File: config.mk
export PLATFORM = sky130hd
export DESIGN_NAME = prc_cell
export DESIGN_NICKNAME = d
export VERILOG_FILES = /design/src/rtl/prc_pkg.sv /design/src/rtl/prc_cell.sv
export SDC_FILE = /design/constraint.sdc
export NUM_CORES = 1
export LEC_CHECK = 0
export ABC_CLOCK_PERIOD_IN_PS = 18550
export CORE_MARGIN = 1.5
export CORE_UTILIZATION = 40
export DETAILED_ROUTE_END_ITERATION = 16
export DONT_BUFFER_PORTS = 1
export GPL_TIMING_DRIVEN = 0
export PLACE_DENSITY_LB_ADDON = 0.08
export SLEW_MARGIN = 30
export SYNTH_ARGS = -nofsm -noshare
export SYNTH_HDL_FRONTEND = slang
export SYNTH_SLANG_ARGS = --single-unit
File: constraint.sdc
create_clock -name clk -period 18.55 [get_ports clk]
set_input_delay 3.71 -clock clk [delete_from_list [all_inputs] [get_ports clk]]
set_output_delay 3.71 -clock clk [all_outputs]
set_load 0.03 [all_outputs]
File: src/rtl/prc_pkg.sv
// Package for the rectangular polygon clipper.
// Holds coordinate width, token and boundary types, cell states, register codes.
// No dependencies.
package prc_pkg;

  localparam int COORD_BITS = 16;
  localparam int PROD_BITS  = 2 * COORD_BITS;
  localparam int CNT_W      = $clog2(COORD_BITS);
  localparam int CFG_AW     = 3;

  typedef logic signed [COORD_BITS-1:0] coord_t;

  localparam logic [CFG_AW-1:0] CFG_XMIN = CFG_AW'(0);
  localparam logic [CFG_AW-1:0] CFG_YMIN = CFG_AW'(1);
  localparam logic [CFG_AW-1:0] CFG_XMAX = CFG_AW'(2);
  localparam logic [CFG_AW-1:0] CFG_YMAX = CFG_AW'(3);

  localparam coord_t XMIN_RST = coord_t'(0);
  localparam coord_t YMIN_RST = coord_t'(0);
  localparam coord_t XMAX_RST = coord_t'(1023);
  localparam coord_t YMAX_RST = coord_t'(1023);

  // point or close marker travelling down the chain
  typedef struct packed {
    coord_t x;
    coord_t y;
    logic   close;
  } tok_t;

  // boundary handled by one cell
  typedef struct packed {
    coord_t bound;
    logic   axis_x;   // compare x (else y)
    logic   keep_ge;  // inside when coord >= bound (else <=)
  } bnd_t;

  typedef enum logic [2:0] {
    C_IDLE, C_EVAL, C_MUL, C_DIV, C_RND, C_EMIT_I, C_EMIT_E, C_EMIT_C
  } cell_state_t;

endpackage

File: src/rtl/prc_cell.sv
// One boundary cell of the clipper chain: keeps first/previous vertex,
// clips each edge and passes points and the close marker on. Uses prc_pkg.
module prc_cell import prc_pkg::*; (
  input  logic clk,
  input  logic rst_n,
  input  bnd_t bnd,
  input  logic up_valid,
  input  tok_t up_tok,
  output logic up_ready,
  output logic dn_valid,
  output tok_t dn_tok,
  input  logic dn_ready,
  output logic idle
);

  localparam int C = COORD_BITS;

  cell_state_t state_r, state_nxt;
  tok_t        cur_r, tok_r;
  coord_t      first_x_r, first_y_r, prev_x_r, prev_y_r, e2x_r, e2y_r, p1_r;
  logic        started_r, i2_r, cl_r, neg_r;
  logic [C-1:0] mag_r, a_r, d_r, rem_r, pl_r, q_r;
  logic [CNT_W-1:0] cnt_r;

  coord_t e2x, e2y, q1, q2, p1, p2;
  logic   i1, i2;
  logic signed [C:0] d_w, a_w, dp_w, d_abs, a_abs, dp_abs;
  logic [PROD_BITS-1:0] prod;
  logic [C:0] rem_sh, rem_sub;
  logic       ge;
  logic       up_bit;
  logic [C:0] res_w;

  always_comb begin
    e2x = cur_r.close ? first_x_r : cur_r.x;
    e2y = cur_r.close ? first_y_r : cur_r.y;
    q1  = bnd.axis_x ? prev_x_r : prev_y_r;
    q2  = bnd.axis_x ? e2x : e2y;
    p1  = bnd.axis_x ? prev_y_r : prev_x_r;
    p2  = bnd.axis_x ? e2y : e2x;
    i1  = bnd.keep_ge ? (q1 >= bnd.bound) : (q1 <= bnd.bound);
    i2  = bnd.keep_ge ? (q2 >= bnd.bound) : (q2 <= bnd.bound);
    d_w  = {q2[C-1], q2} - {q1[C-1], q1};
    a_w  = {bnd.bound[C-1], bnd.bound} - {q1[C-1], q1};
    dp_w = {p2[C-1], p2} - {p1[C-1], p1};
    d_abs  = d_w[C] ? -d_w : d_w;
    a_abs  = d_w[C] ? -a_w : a_w;
    dp_abs = dp_w[C] ? -dp_w : dp_w;
  end

  assign prod = PROD_BITS'(mag_r) * PROD_BITS'(a_r);

  // restoring division, one quotient bit a cycle
  assign rem_sh  = {rem_r, pl_r[C-1]};
  assign ge      = rem_sh >= {1'b0, d_r};
  assign rem_sub = rem_sh - {1'b0, d_r};

  // round to nearest, halves towards plus infinity
  always_comb begin
    if (neg_r) begin
      up_bit = {rem_r, 1'b0} > {1'b0, d_r};
      res_w  = {p1_r[C-1], p1_r} - {1'b0, q_r} - (C+1)'(up_bit);
    end else begin
      up_bit = {rem_r, 1'b0} >= {1'b0, d_r};
      res_w  = {p1_r[C-1], p1_r} + {1'b0, q_r} + (C+1)'(up_bit);
    end
  end

  always_comb begin
    state_nxt = state_r;
    case (state_r)
      C_IDLE: if (up_valid) state_nxt = C_EVAL;
      C_EVAL: begin
        if (!started_r) state_nxt = cur_r.close ? C_EMIT_C : C_IDLE;
        else if (i1 != i2) state_nxt = C_MUL;
        else if (i2) state_nxt = C_EMIT_E;
        else state_nxt = cur_r.close ? C_EMIT_C : C_IDLE;
      end
      C_MUL: state_nxt = C_DIV;
      C_DIV: if (cnt_r == CNT_W'(C-1)) state_nxt = C_RND;
      C_RND: state_nxt = C_EMIT_I;
      C_EMIT_I: if (dn_ready) begin
        if (i2_r) state_nxt = C_EMIT_E;
        else state_nxt = cl_r ? C_EMIT_C : C_IDLE;
      end
      C_EMIT_E: if (dn_ready) state_nxt = cl_r ? C_EMIT_C : C_IDLE;
      C_EMIT_C: if (dn_ready) state_nxt = C_IDLE;
      default: state_nxt = C_IDLE;
    endcase
  end

  always_comb begin
    up_ready = (state_r == C_IDLE);
    idle     = (state_r == C_IDLE);
    dn_valid = (state_r == C_EMIT_I) || (state_r == C_EMIT_E) || (state_r == C_EMIT_C);
    dn_tok   = tok_r;
  end

  always_ff @(posedge clk) begin
    if (!rst_n) begin
      state_r   <= C_IDLE;
      started_r <= 1'b0;
    end else begin
      state_r <= state_nxt;
      case (state_r)
        C_EVAL: begin
          if (cur_r.close) started_r <= 1'b0;
          else started_r <= 1'b1;
        end
        default: ;
      endcase
    end
  end

  always_ff @(posedge clk) begin
    case (state_r)
      C_IDLE: if (up_valid) cur_r <= up_tok;
      C_EVAL: begin
        e2x_r <= e2x;
        e2y_r <= e2y;
        i2_r  <= i2;
        cl_r  <= cur_r.close;
        mag_r <= dp_abs[C-1:0];
        neg_r <= dp_w[C];
        d_r   <= d_abs[C-1:0];
        a_r   <= a_abs[C-1:0];
        p1_r  <= p1;
        if (!cur_r.close) begin
          prev_x_r <= cur_r.x;
          prev_y_r <= cur_r.y;
          if (!started_r) begin
            first_x_r <= cur_r.x;
            first_y_r <= cur_r.y;
          end
        end
        if (!started_r || i1 == i2) begin
          tok_r.x     <= e2x;
          tok_r.y     <= e2y;
          tok_r.close <= cur_r.close && !(started_r && i2);
        end
      end
      C_MUL: begin
        rem_r <= prod[PROD_BITS-1:C];
        pl_r  <= prod[C-1:0];
        cnt_r <= '0;
      end
      C_DIV: begin
        rem_r <= ge ? rem_sub[C-1:0] : rem_sh[C-1:0];
        pl_r  <= {pl_r[C-2:0], 1'b0};
        q_r   <= {q_r[C-2:0], ge};
        cnt_r <= cnt_r + CNT_W'(1);
      end
      C_RND: begin
        tok_r.x     <= bnd.axis_x ? bnd.bound : coord_t'(res_w[C-1:0]);
        tok_r.y     <= bnd.axis_x ? coord_t'(res_w[C-1:0]) : bnd.bound;
        tok_r.close <= 1'b0;
      end
      C_EMIT_I: if (dn_ready) begin
        tok_r.x     <= e2x_r;
        tok_r.y     <= e2y_r;
        tok_r.close <= !i2_r;
      end
      C_EMIT_E: if (dn_ready) tok_r.close <= 1'b1;
      default: ;
    endcase
  end

endmodule

==> impl_metrics.json <==
{
  "status": "completed",
  "worst_r2r_endpoint": "rem_r[15]",
  "fin_worst_skew_ps": 15.6,
  "grt_max_degree": 66,
  "async_flop_share": 0,
  "cp_num_buf_inv": 4,
  "r2r_setup_slack_ps": 10690,
  "post_cts.repair.setup_buffers": 0,
  "wirelength_mm": 83.0,
  "grt_pass1_vias": 20400,
  "ys_ff_latch": 285,
  "rsz0062_at_grt": "no",
  "worstPathRequired_ps": 18840,
  "final_core_util": 0.443,
  "synth.distinct_cells": 80,
  "avgSynthCellArea_sq_um": 9.76,
  "synth_top_family_by_area": "adder cells",
  "ys.flop_type": "edfxtp_1",
  "fin_tns_setup_ps": 0,
  "place_congestion": 0.915,
  "regToRegStartpoint": "a_r[9]",
  "worstHoldEndpoint": "cl_r",
  "ant_nets": 0,
  "synth_xor_area_frac": 0.0469,
  "antenna_found_initial": 0,
  "drive_gt1_frac": 0.0496,
  "cts_max_level": 1,
  "num_vias": 19800,
  "cts-buffers-inserted": 31,
  "worstMarginPinSlew_ps": 959,
  "drt_iter0_drc": 1210,
  "fp.dieW_um": 259,
  "dr.pass1.iters": 5,
  "clk_path_buf_depth": 3,
  "hpwl_mm": 67.5,
  "yosysWarnings": 0,
  "wl_per_cell_um": 22.9,
  "track_usage": 0.248,
  "fp.coreArea_sq_um": 64700,
  "slew-limit-headroom": 0.343,
  "diodes": 0,
  "portBuffers": 0,
  "critical_path_arrival_ps": 9520,
  "synthMuxAreaShare": 0.0373,
  "hold_viol": 0,
  "hold_start": "cur_r[0]",
  "period_share": 0.498,
  "drc_errors": 0,
  "row_count": 93,
  "fin_nets": 3227,
  "maxCapViolations": 0,
  "cpMaxStageDelayCell": "clkbuf_1",
  "layout_commonest_cell": "inv_1",
  "ioPinCount": 91,
  "fmax_mhz": 108,
  "synth-simple-area-share": 0.143,
  "fin_ws_ps": 9320,
  "start_kind": "input pin",
  "setup_viol": 0,
  "crit_chain": "clkbuf_1, clkbuf_1, clkbuf_1, mux2i_1, ha_1, a21oi_1, o21ai_0, a211oi_1, nor3_1, nor3_1, xnor2_1, a31oi_4, buf_8",
  "globalRoute.totalOverflow": 0,
  "crit_top_cell": "clkbuf_1",
  "cts_sinks": 285,
  "seq_area_frac_synth": 0.324,
  "start_util": 0.407,
  "dp_slack_ps": 8790,
  "cts_resized": 0,
  "synth-adder-area-share": 0.263,
  "period_minus_slack_ps": 9230,
  "n_fill_cell": 6237,
  "hold_depth": 0,
  "crit_path_max_fanout": 17,
  "crit_path_max_incr_delay_ps": 800,
  "grt_pass1_wl_mm": 126,
  "cts-hold-fix-buffers": 0,
  "synthToLayoutAreaGrowth_pct": 9.03,
  "dieArea_sq_um": 67300,
  "end_kind": "flip-flop",
  "clock_latency_ps": 600,
  "cts_tree": "yes",
  "hp-class": "flip-flop to flip-flop",
  "synth_nets": 3183,
  "synth_cells": 2696,
  "cts-root-buf": "clkbuf_16",
  "finalMaxSlewViolations": 0,
  "chipHeight_um": 259,
  "final_cell_mix": "inv_1 (375), edfxtp_1 (281), nand2_1 (255)",
  "reg2reg_depth": 23,
  "synth_edf_count": 281,
  "clk_pin_slew_ps": 70,
  "critPathKind": "input pin to flip-flop",
  "viasPerCell": 5.47,
  "synth_area_sq_um": 26300,
  "critical_path.top_delay_family": "buffers and inverters",
  "synth_compound_area_frac": 0.118
}
worst max path at each step:
| stage | depth (start not counted) | to | from |
|---|---|---|---|
| 2_1_floorplan | 13 | dn_tok[10] | bnd[1] |
| 3_3_place_gp | 13 | dn_tok[17] | bnd[1] |
| 3_5_place_dp | 13 | dn_tok[4] | bnd[1] |
| 4_1_cts | 13 | dn_tok[1] | bnd[1] |
| 5_1_grt | 13 | dn_tok[1] | bnd[1] |
| 6_report | 13 | dn_tok[4] | bnd[1] |
kinds of logic (layout without fill, tap and decap cells):
group,after synthesis,after routing
DFF,285,285
adders and majority gates,432,432
buffers and inverters,471,539
AOI/OAI and AO/OA,486,486
and+or+nand+nor,789,789
xor gates and xnor gates,140,140
muxes,93,93
worst register-to-register path: stages, from the launching register on:
cell and delay [ps]:
edfxtp_1 650, clkbuf_1 580, nand2_1 170, fa_1 560, inv_1 50, fa_1 490
inv_1 50, fa_1 470, inv_1 60, fa_1 520, fa_1 570, inv_1 70
fa_1 460, inv_1 230, ha_1 360, and2_1 230, a221oi_1 360, o21ai_0 180
or4b_1 520, o211ai_1 260, a21boi_0 150, o21ai_0 270, a21oi_1 110, nor4_1 310
final cells by class:
cell class	count	area, sq um	area share
Buffer	93	358	0.0125
Clock buffer	32	779	0.0272
Clock inverter	25	277	0.00964
Inverter	378	1420	0.0497
Multi-Input combinational cell	1940	16100	0.560
Sequential cell	285	8520	0.297
Tap cell	855	1070	0.0373
Timing Repair Buffer	11	195	0.00681
cell usage after synthesis, types with 26 or more instances:
library cell / instances / area, sq um
inv_1: 376 / 1410
edfxtp_1: 281 / 8440
nand2_1: 255 / 957
ha_1: 230 / 2880
nor2_1: 211 / 792
fa_1: 202 / 4040
a21oi_1: 135 / 676
and2_1: 122 / 763
o21ai_0: 117 / 586
xnor2_1: 95 / 832
clkbuf_1: 78 / 293
mux2i_1: 52 / 521
xor2_1: 44 / 385
nor3_1: 43 / 215
mux2_2: 41 / 462
a211oi_1: 39 / 293
a21o_1: 27 / 203
nand3_1: 26 / 130
metal layers:
metal,GRT usage,vias up,part of all wire,wire length [um]
li1,-,9289,-,-
met1,0.300,9818,0.41,34000
met2,0.449,543,0.50,41800
met3,0.0270,152,0.045,3760
met4,0.0967,0,0.042,3460
met5,0,-,0,0
per-stage QoR:
stage	hold slack, ps	instance area [sq um]	std cells
after floorplan	424	26300	2696
after global placement	467	27400	3551
after detailed placement	443	27600	3562
after CTS	471	28700	3619
after global routing	489	28700	3619
final	464	28700	3619
Power is left out: the tool's default activity adds up to more than one toggle a clock period on the data nets, which glitch-free logic cannot reach.
