===== config.mk =====
export PLATFORM = sky130hd
export DESIGN_NAME = prc_sink
export DESIGN_NICKNAME = d
export VERILOG_FILES = /design/src/rtl/prc_pkg.sv /design/src/rtl/prc_sink.sv
export SDC_FILE = /design/constraint.sdc
export NUM_CORES = 1
export LEC_CHECK = 0
export BUFFER_PORTS_ARGS = -buffer_cell sky130_fd_sc_hd__clkbuf_2
export CAP_MARGIN = 15
export CORE_ASPECT_RATIO = 1.2
export CORE_MARGIN = 5
export CORE_UTILIZATION = 43
export CTS_CLUSTER_DIAMETER = 120
export DETAILED_ROUTE_END_ITERATION = 16
export PLACE_DENSITY = 0.64
export SYNTH_ARGS = -nofsm -noshare
export SYNTH_HDL_FRONTEND = slang
export SYNTH_SLANG_ARGS = --single-unit

===== constraint.sdc =====
create_clock -name clk -period 2.2 [get_ports clk]
set_input_delay 0.11 -clock clk [delete_from_list [all_inputs] [get_ports clk]]
set_output_delay 0.11 -clock clk [all_outputs]
set_load 0.02 [all_outputs]

===== src/rtl/prc_pkg.sv =====
// Package for the rectangular polygon clipper.
// Holds coordinate width, token and boundary types, cell states, register codes.
// No dependencies.
package prc_pkg;

  localparam int COORD_BITS = 16;
  localparam int PROD_BITS  = 2 * COORD_BITS;
  localparam int CNT_W      = $clog2(COORD_BITS);
  localparam int CFG_AW     = 3;

  typedef logic signed [COORD_BITS-1:0] coord_t;

  localparam logic [CFG_AW-1:0] CFG_XMIN = CFG_AW'(0);
  localparam logic [CFG_AW-1:0] CFG_YMIN = CFG_AW'(1);
  localparam logic [CFG_AW-1:0] CFG_XMAX = CFG_AW'(2);
  localparam logic [CFG_AW-1:0] CFG_YMAX = CFG_AW'(3);

  localparam coord_t XMIN_RST = coord_t'(0);
  localparam coord_t YMIN_RST = coord_t'(0);
  localparam coord_t XMAX_RST = coord_t'(1023);
  localparam coord_t YMAX_RST = coord_t'(1023);

  // point or close marker travelling down the chain
  typedef struct packed {
    coord_t x;
    coord_t y;
    logic   close;
  } tok_t;

  // boundary handled by one cell
  typedef struct packed {
    coord_t bound;
    logic   axis_x;   // compare x (else y)
    logic   keep_ge;  // inside when coord >= bound (else <=)
  } bnd_t;

  typedef enum logic [2:0] {
    C_IDLE, C_EVAL, C_MUL, C_DIV, C_RND, C_EMIT_I, C_EMIT_E, C_EMIT_C
  } cell_state_t;

endpackage


===== src/rtl/prc_sink.sv =====
// Output end of the clipper: holds back one vertex to flag the polygon end,
// keeps one result in hand to flag the last of a transaction. Uses prc_pkg.
module prc_sink import prc_pkg::*; (
  input  logic   clk,
  input  logic   rst_n,
  input  logic   tok_valid,
  input  tok_t   tok,
  output logic   tok_ready,
  input  logic   flush_ok,
  output logic   hold_valid,
  output logic   out_valid,
  input  logic   out_ready,
  output coord_t out_x,
  output coord_t out_y,
  output logic   out_run_last,
  output logic   out_polygon_end,
  output logic   out_polygon_empty
);

  logic   any_r, hold_v_r, out_v_r;
  coord_t pend_x_r, pend_y_r, hold_x_r, hold_y_r;
  logic   hold_end_r, hold_empty_r;
  coord_t ox_r, oy_r;
  logic   orl_r, oend_r, oempty_r;
  logic   out_free, tok_acc, produce, flush;

  assign out_free  = !out_v_r || out_ready;
  assign tok_ready = !hold_v_r || out_free;
  assign tok_acc   = tok_valid && tok_ready;
  assign produce   = tok_acc && (tok.close || any_r);
  assign flush     = flush_ok && hold_v_r && out_free;

  always_ff @(posedge clk) begin
    if (!rst_n) begin
      any_r    <= 1'b0;
      hold_v_r <= 1'b0;
      out_v_r  <= 1'b0;
    end else begin
      if (tok_acc) any_r <= !tok.close;
      if (produce) hold_v_r <= 1'b1;
      else if (flush) hold_v_r <= 1'b0;
      if ((produce && hold_v_r) || flush) out_v_r <= 1'b1;
      else if (out_ready) out_v_r <= 1'b0;
    end
  end

  always_ff @(posedge clk) begin
    if (tok_acc && !tok.close) begin
      pend_x_r <= tok.x;
      pend_y_r <= tok.y;
    end
    if (produce) begin
      hold_x_r     <= any_r ? pend_x_r : '0;
      hold_y_r     <= any_r ? pend_y_r : '0;
      hold_end_r   <= tok.close;
      hold_empty_r <= tok.close && !any_r;
    end
    if ((produce && hold_v_r) || flush) begin
      ox_r     <= hold_x_r;
      oy_r     <= hold_y_r;
      orl_r    <= !(produce && hold_v_r);
      oend_r   <= hold_end_r;
      oempty_r <= hold_empty_r;
    end
  end

  assign hold_valid        = hold_v_r;
  assign out_valid         = out_v_r;
  assign out_x             = ox_r;
  assign out_y             = oy_r;
  assign out_run_last      = orl_r;
  assign out_polygon_end   = oend_r;
  assign out_polygon_empty = oempty_r;

endmodule


==> metrics.yaml, run 1 <==
sta:
  fin_worst_skew_ns: 0.0103
  fmax_mhz: 609
  setup_viol: 0
  fin_crit_sh_pct: 74.7
  max_slew_margin_pct: 64.1
  post-route-min-period_ns: 1.64
  rsz0062_at_grt: "false"
  finalMaxSlewViolations: 0
  worstMarginPinSlew_ns: 0.537
  hold_viol: 0
  timing.hold.ws_ns: 0.0391
  fin_setup_tns_ns: 0
die:
  num_rows: 35
  dieArea_mm2: 0.00983
  core_region_area_mm2: 0.00771
  initial_core_util_pct: 44.3
  die_w_um: 91.4
  die_y_um: 108
  io-pin-count: 76
synthesis:
  synth.net_count: 196
  netlist_area_mm2: 0.00342
  ys_seq_elements: 104
  synth_area_leader_cell: "edfxtp_1"
  synth_cell_types: 17
  syn_avg_cell_area_um2: 21.6
  synth_top_cells_by_count: "edfxtp_1 (101), and2_1 (32)"
  seq_area_frac_synth_pct: 90.5
  synth_flop_cell: "edfxtp_1"
  netlist.area_leader.share_pct: 88.8
  async_flop_share_pct: 0
  synth.area.top_cells: "edfxtp_1 (89%), and2_1 (5.9%), dfxtp_1 (1.8%)"
  ys_warn_count: 0
  synth_most_common_cell: "edfxtp_1"
  syn_inst: 158
  synth-edff-count: 101
place:
  place_inst: 326
  place.gp.congestion: 0.791
  portBuffers: 75
  dpl.hpwl_um: 3440
drt:
  drtAntennaViolNets: 0
  drtIter0Drc: 51
  wire_per_inst_um: 13.4
  via_per_inst: 4.52
  drtPass1Iterations: 4
  num_vias: 1696
  wirelength_um: 5020
  drc_errors: 0
setup_path:
  timing.rr.end: "hold_y_r[9]"
  r2r_start: "hold_valid"
  path_buf_inv: 1
  path_cells: "nand3b_2 -> nand2_1 -> nor2_4 -> buf_12"
  r2r_cells: 4
  path_delay_family: "simple AND/OR/NAND/NOR gates"
  path_class: "register to register"
  critPathArrivalTime_ns: 1.70
  reg2reg_slack_ns: 0.56
  critPathCaptureType: "register"
  critPathMaxStageDelay_ns: 0.46
  critPathSlowestCell: "nor2_4"
  path_max_fanout: 18
  worst_ep_required_time_ns: 2.26
  setup.worst_path.start_class: "register"
power_and_ir_drop:
  totalPowerFinal_mw: 3.60
  ir_worst_vdd_uv: 374
  leakage_nw: 1.68
  power.density_mw_per_mm2: 805
global_routing:
  grt_use_met2_pct: 18.8
  grt_pass1_wl_um: 8150
  use_met3_pct: 3.01
  track_usage_pct: 11.1
  first_global_vias: 1672
  antenna_found_initial: 0
  gr-usage-met1_pct: 11.8
  grt_max_degree: 34
  grt-ovfl-total: 0
  grt.busiest_layer: "met2"
min_path:
  hold_end: "out_valid"
  holdCritStartpoint: "rst_n"
  hold_class: "input port to register"
  hold_depth: 3
status:
  status: "finished clean"
layout:
  final_nets: 316
  antenna_cells: 0
  area_growth_pct: 30.7
  final_cell_count_no_fill: 375
  drive_above_1_share_pct: 34.3
  fin_util_pct: 57.9
clocking:
  cts_root_buf: "clkbuf_8"
  cts.clk_slew.worst_paths_ns: 0.10
  cts.sinks: 104
  insertion_delay_ns: 0.34
  postCtsSetupBuffers: 0
  h-tree-depth: 3
  clk_path_buf_depth: 2
  tritoncts: "done"
  numCtsBuffers: 9
flow_run:
  maxCapViolations: 0
[cells by family (layout without fill, tap and decap cells)]
| logic type | Yosys count | in the layout | share of synthesized area, % |
|---|---|---|---|
| flops | 104 | 104 | 90.5 |
| buf+inv | 4 | 129 | 0.549 |
| simple gates | 43 | 43 | 7.55 |
| compound gates | 7 | 7 | 1.36 |
[timing repair]
action,4_1_cts,5_1_grt
endpoints found under the hold margin,33,0
hold buffers,33,0
resized for setup,0,0
[per-stage QoR]
| stage | area [µm²] | setup WS, ns |
|---|---|---|
| 2_1_floorplan | 3420 | 0.156 |
| 3_3_place_gp | 3960 | 0.609 |
| 3_5_place_dp | 3960 | 0.547 |
| 4_1_cts | 4460 | 0.523 |
| 5_1_grt | 4460 | 0.420 |
| 6_report | 4460 | 0.557 |
[cells in the final DEF (no fill, tap or decap)]
cell / instances
edfxtp_1: 101
clkbuf_2: 75
dlygate4sd3_1: 33
and2_1: 32
clkbuf_8: 9
dfxtp_1: 3
nand3_1: 2
nand2_1: 2
nor2_4: 2
a21oi_1: 2
inv_6: 2
clkinv_1: 2
buf_4: 2
buf_12: 2
nand2b_1: 1
o21a_1: 1
nand2_2: 1
nor2_1: 1
nand3b_2: 1
and2b_1: 1
inv_1: 1
a311oi_1: 1
a21o_1: 1
o31ai_1: 1
o21ai_0: 1
clkinv_2: 1
clkinv_4: 1
clkinvlp_4: 1
[power breakdown]
group / switching (mW) / leakage (nW) / total, mW / internal, mW
Clock: 0.601 / 0.0851 / 1.01 / 0.412
Sequential: 0.0281 / 0.977 / 2.32 / 2.29
Combinational: 0.146 / 0.619 / 0.261 / 0.115
Total: 0.774 / 1.68 / 3.60 / 2.82
[flip-flops by register name (all words and copies together), names as in the netlist]
name	flops
any_r	1
hold_x_r	16
pend_y_r	16
out_polygon_end	1
out_polygon_empty	1
hold_y_r	16
out_run_last	1
out_valid	1
pend_x_r	16
out_y	16
out_x	16
hold_empty_r	1
hold_end_r	1
hold_valid	1
[routing by layer]
metal  vias up  wire length [µm]  part of all wire, %
li1        830                 -                    -
met1       799              1760                   35
met2        50              2790                   56
met3        17               261                  5.2
met4         0               208                  4.1
met5         -                 0                    0
[area by class of cell]
class	instances	area, µm²
Inverter	1	3.75
Clock inverter	7	46.3
Multi-Input combinational cell	50	322
Clock buffer	9	124
Sequential cell	104	3090
Timing Repair Buffer	112	761
Fill cell	593	3240
Tap cell	92	115
[how the worst max path moves through the flow]
stage                   endpoint  cells past startpoint        from
floorplan           hold_empty_r                      3  hold_valid
detailed placement   hold_y_r[2]                      4  hold_valid
finish               hold_y_r[9]                      4  hold_valid
global route         hold_y_r[6]                      4  hold_valid
global placement     hold_y_r[9]                      4  hold_valid
CTS                  hold_x_r[0]                      4  hold_valid
[worst reg2reg max path: stages, from the launching register on]
cell,delay (ns)
dfxtp_1,0.37
nand3b_2,0.13
nand2_1,0.16
nor2_4,0.46
buf_12,0.23
Note: power is estimated with default switching activity, not from simulation.
==> inputs of run 2 (changes only) <==
Settings changed: ABC_AREA from default to 1, PLACE_DENSITY 0.64 to 0.62.
Clock period 2.2 ns to 1.6 ns, I/O delays scaled along.
==> run 2 against run 1 <==
Compared with the run above:
- design area grew 1.8%
- combinational power grew 37%
- critical path depth grew 3
- core utilization shrank 1.2 points
==> metrics.yaml, run 2 <==
status:
  status: "finished clean"
synthesis:
  seq_area_frac_synth_pct: 89.2
  synth_top_cells_by_count: "edfxtp_1 (101), nand2_1 (38), inv_1 (37), nand3_1 (4)"
  synth.area.top_cells: "edfxtp_1 (87%), nand2_1 (4.1%), inv_1 (4.0%)"
  synth.net_count: 233
  synth_flop_cell: "edfxtp_1"
  synth_most_common_cell: "edfxtp_1"
  ys_seq_elements: 104
  ys_warn_count: 0
  synth-edff-count: 101
  synth_area_leader_cell: "edfxtp_1"
  syn_inst: 195
  synth_cell_types: 13
  async_flop_share_pct: 0
  netlist.area_leader.share_pct: 87.5
  syn_avg_cell_area_um2: 17.8
  netlist_area_mm2: 0.00347
place:
  pre_cts_ws_ns: 0.339
  portBuffers: 75
  place.gp.congestion: 0.729
  dpl.hpwl_um: 3450
layout:
  antenna_cells: 0
  final_nets: 355
  fillers: 637
  area_growth_pct: 31.1
  final_common_cell: "edfxtp_1"
  multi_input_area_um2: 215
  drive_above_1_share_pct: 32.9
  seq_area_mm2: 0.00310
  mostFrequentLayoutCells: "edfxtp_1 (101), clkbuf_2 (75), nand2_1 (37)"
min_path:
  hold_depth: 4
  hold_class: "input port to register"
sta:
  setup_viol: 0
  rsz0062_at_grt: "false"
  finalMaxSlewViolations: 0
  post-route-min-period_ns: 1.33
  fin_crit_sh_pct: 82.9
  fin_setup_tns_ns: 0
  hold_viol: 0
  fin_worst_skew_ns: 0.00961
  fmax_mhz: 754
  max_slew_margin_pct: 78.7
  worstMarginPinSlew_ns: 0.320
  finalWorstSetupSlack_ns: 0.274
setup_path:
  setup.worst_path.start_class: "input port"
  critPathCaptureType: "register"
  r2r_cells: 4
  worst_ep_required_time_ns: 1.64
  critPathArrivalTime_ns: 1.37
  path_class: "input port to register"
  path_max_fanout: 20
die:
  num_rows: 36
  dieArea_mm2: 0.00997
  die_y_um: 108
  initial_core_util_pct: 43.2
  core_region_area_mm2: 0.00802
  io-pin-count: 76
  die_w_um: 92.0
global_routing:
  grt-ovfl-total: 0
  track_usage_pct: 11.3
  first_global_vias: 1722
  grt_max_degree: 36
  antenna_found_initial: 0
  grt_pass1_wl_um: 8080
drt:
  wirelength_um: 5120
  drc_errors: 0
  wire_per_inst_um: 12.3
  via_per_inst: 4.30
  drtIter0Drc: 95
  num_vias: 1793
  drtPass1Iterations: 4
  drtAntennaViolNets: 0
clocking:
  numCtsBuffers: 9
  cts_root_buf: "clkbuf_8"
  cts.sinks: 104
  clk_path_buf_depth: 2
  tritoncts: "done"
  insertion_delay_ns: 0.35
  h-tree-depth: 3
  cts.clk_slew.worst_paths_ns: 0.09
power_and_ir_drop:
  leakage_nw: 1.97
  ir_worst_vdd_uv: 649
  power.density_mw_per_mm2: 1110
flow_run:
  maxCapViolations: 0
run 2: cell count changes after synthesis, moves of 2 or more:
cell	delta
nor2_1	-2
inv_1	+36
inv_2	+2
and2_1	-32
nand3_1	+2
nand2_1	+35
run 2: area by class of cell:
type	instances	share of cell area [%]
clock buffers	10	2.81
clock inverters	6	1.32
inverters	39	3.39
multi-input cells	48	4.74
flip-flops and latches	104	68.1
well taps	95	2.62
repair buffers	115	17.0
run 2: per-layer routing:
metal | track usage [%] | vias up | share of wire [%]
met1 | 10.9 | 816 | 34
met4 | 7.22 | 0 | 3.6
met5 | 0 | - | 0
li1 | - | 908 | -
met3 | 3.69 | 13 | 5.5
met2 | 20.7 | 56 | 56
run 2: report_power, final:
group          switching (mW)  internal [mW]
logic                   0.207          0.150
registers              0.0391           3.14
clock network           0.883          0.610
total                    1.13           3.90
run 2: path summary, 6_finish.rpt:
| kind | slack (ns) | to | from |
|---|---|---|---|
| worst min register to register | 0.42 | out_y[14] | hold_y_r[14] |
| worst max-delay path | 0.27 | hold_y_r[10] | tok[0] |
| worst max register to register | 0.33 | hold_y_r[10] | hold_valid |
| worst min-delay path | 0.05 | any_r | tok_valid |
run 2: worst max-delay path, cell delays in order:
cell and delay (ns):
dlygate4sd3_1 0.52, clkbuf_2 0.11, inv_1 0.06, nand2_2 0.08
nand3_1 0.14, clkinvlp_4 0.11, buf_4 0.25
run 2: timing repair:
action	4_1_cts	5_1_grt
endpoints found under the hold margin	36	0
hold buffers	34	0
endpoints found under the setup margin	0	0
resized for setup	0	0
buffers inserted	0	0
run 2: logic make-up after synthesis:
group / after synthesis / share of synthesized area [%]
buffers and inverters: 43 / 4.87
flip-flops: 104 / 89.2
AND/OR/NAND/NOR: 46 / 5.63
AO/OA/AOI/OAI: 2 / 0.289
run 2: per-stage QoR:
step	util (%)	power, mW	hold WS (ns)	instance area [µm²]	std cells
final	56.7	5.03	0.0463	4540	417
after global routing	56.7	5.27	0.0526	4540	417
after CTS	56.7	5.10	0.0221	4540	417
after detailed placement	50.1	3.54	0.259	4020	367
after global placement	50.1	3.54	0.258	4020	367
after floorplan	-	3.40	0.178	3490	195
==> inputs of run 3 (changes only) <==
Settings changed: ABC_AREA 1 to 0.
Clock period 1.6 ns to 1.35 ns, I/O delays scaled along.
==> run 3 against run 2 <==
Compared with the run above:
- count of clock-buffer cells in the layout fell by 1
- core utilization rose by 2.7 points
- hold slack improved by 0.0018 ns
- via count fell by 6.2%
- critical path type unchanged
- clock skew barely moved
- die area fell by 1.3%
- critical endpoint is now out_y[0]
- largest power group unchanged
- sequential power rose by 19%
==> metrics.yaml, run 3 (synthesized netlist as in run 1, its figures left out) <==
layout:
  fillers: 581
  antenna_cells: 0
  seq_area_mm2: 0.00310
  drive_above_1_share_pct: 35.7
  final_nets: 319
  mostFrequentLayoutCells: "edfxtp_1 (101), clkbuf_2 (74), dlygate4sd3_1 (35)"
  final_common_cell: "edfxtp_1"
  multi_input_area_um2: 348
  area_growth_pct: 33.9
global_routing:
  gr-usage-met1_pct: 14.6
  use_met3_pct: 3.50
  first_global_vias: 1782
  antenna_found_initial: 0
  grt-ovfl-total: 0
  grt_use_met2_pct: 19.2
  grt_max_degree: 35
  grt.busiest_layer: "met2"
  grt_pass1_wl_um: 8770
  track_usage_pct: 12.1
sta:
  finalMaxSlewViolations: 0
  fin_crit_sh_pct: 93.7
  fmax_mhz: 790
  setup_viol: 0
  hold_viol: 0
  max_slew_margin_pct: 83.0
  rsz0062_at_grt: "false"
  worstMarginPinSlew_ns: 0.255
  fin_setup_tns_ns: 0
  post-route-min-period_ns: 1.27
  fin_worst_skew_ns: 0.00934
  finalWorstSetupSlack_ns: 0.0847
drt:
  num_vias: 1681
  drtIter0Drc: 101
  wirelength_um: 5410
  wire_per_inst_um: 14.3
  drc_errors: 0
  drtAntennaViolNets: 0
  via_per_inst: 4.45
  drtPass1Iterations: 4
place:
  portBuffers: 75
  pre_cts_ws_ns: 0.0943
  place.gp.congestion: 0.764
power_and_ir_drop:
  ir_worst_vdd_uv: 667
  power.density_mw_per_mm2: 1330
  leakage_nw: 1.74
clocking:
  cts_root_buf: "clkbuf_8"
  numCtsBuffers: 9
  tritoncts: "done"
  cts.sinks: 104
  cts.clk_slew.worst_paths_ns: 0.09
  insertion_delay_ns: 0.35
  clk_path_buf_depth: 2
  h-tree-depth: 3
  postCtsSetupBuffers: 0
min_path:
  hold_depth: 3
  holdCritStartpoint: "flush_ok"
  hold_class: "input port to register"
  hold_end: "hold_valid"
die:
  initial_core_util_pct: 44.3
  num_rows: 35
  die_w_um: 91.4
  die_y_um: 108
  dieArea_mm2: 0.00983
  io-pin-count: 76
  core_region_area_mm2: 0.00771
setup_path:
  timing.rr.end: "out_y[0]"
  critPathArrivalTime_ns: 1.33
  critPathSlowestCell: "dlygate4sd3_1"
  path_class: "input port to register"
  reg2reg_slack_ns: 0.12
  worst_ep_required_time_ns: 1.41
  path_cells: "dlygate4sd3_1 -> clkbuf_4 -> o21a_1 -> nand3_2 -> nand2_4 -> buf_12"
  setup.worst_path.start_class: "input port"
  r2r_cells: 4
  critPathMaxStageDelay_ns: 0.53
  path_max_fanout: 20
  r2r_start: "out_valid"
  critPathCaptureType: "register"
flow_run:
  maxCapViolations: 0
status:
  status: "finished clean"
[run 3: cell count changes in the layout (fill, tap and decap cells not counted), sizes merged, moves of 2 or more]
cell	previous run	this run
nor2	1	3
nand2	39	3
nand3	5	2
and2	0	32
inv	41	3
[run 3: per-stage QoR]
stage	instances	hold slack [ns]	instance area, µm²	power, mW	util (%)
finish	378	0.0481	4570	6.08	59.4
CTS	378	0.0263	4570	6.19	59.3
detailed placement	327	0.246	4020	4.25	52.2
floorplan	158	0.166	3460	4.04	-
global route	378	0.0376	4570	6.38	59.4
global placement	327	0.246	4020	4.23	52.2
[run 3: layout make-up]
cell class              instances  area share [%]
clock buffers                   9            2.71
clock inverters                 7            1.53
inverters                       1          0.0821
multi-input cells              50            7.60
flip-flops and latches        104            67.7
well taps                      92            2.52
repair buffers                115            17.8
[run 3: layer usage]
| metal | up-vias | wire [µm] |
|---|---|---|
| li1 | 846 | - |
| met5 | - | 0 |
| met3 | 5 | 279 |
| met1 | 778 | 2320 |
| met2 | 52 | 2720 |
| met4 | 0 | 92 |
[run 3: report_power, final]
group | internal, mW | switching (mW) | leakage, nW | total [mW]
sequential | 3.74 | 0.0476 | 0.978 | 3.78
clock | 0.861 | 0.980 | 0.0966 | 1.84
combinational | 0.209 | 0.249 | 0.663 | 0.457
[run 3: worst max-delay path, delay by kind of cell]
| family | cells | cell delay (ns) |
|---|---|---|
| buffers and inverters | 3 | 0.88 |
| AND/OR/NAND/NOR | 2 | 0.23 |
| AO/OA/AOI/OAI | 1 | 0.15 |
[run 3: worst max-delay path by stage]
stage | from | to
after floorplan | hold_valid | hold_empty_r
after global placement | any_r | out_x[13]
after detailed placement | any_r | out_y[9]
after CTS | tok[0] | out_y[4]
after global routing | tok[0] | out_y[4]
final | tok[0] | out_y[0]
[run 3: timing repair]
item	in CTS	in global routing
endpoints found under the hold margin	36	0
hold buffers	35	0
setup endpoints to repair	0	35
gates resized for setup	0	3
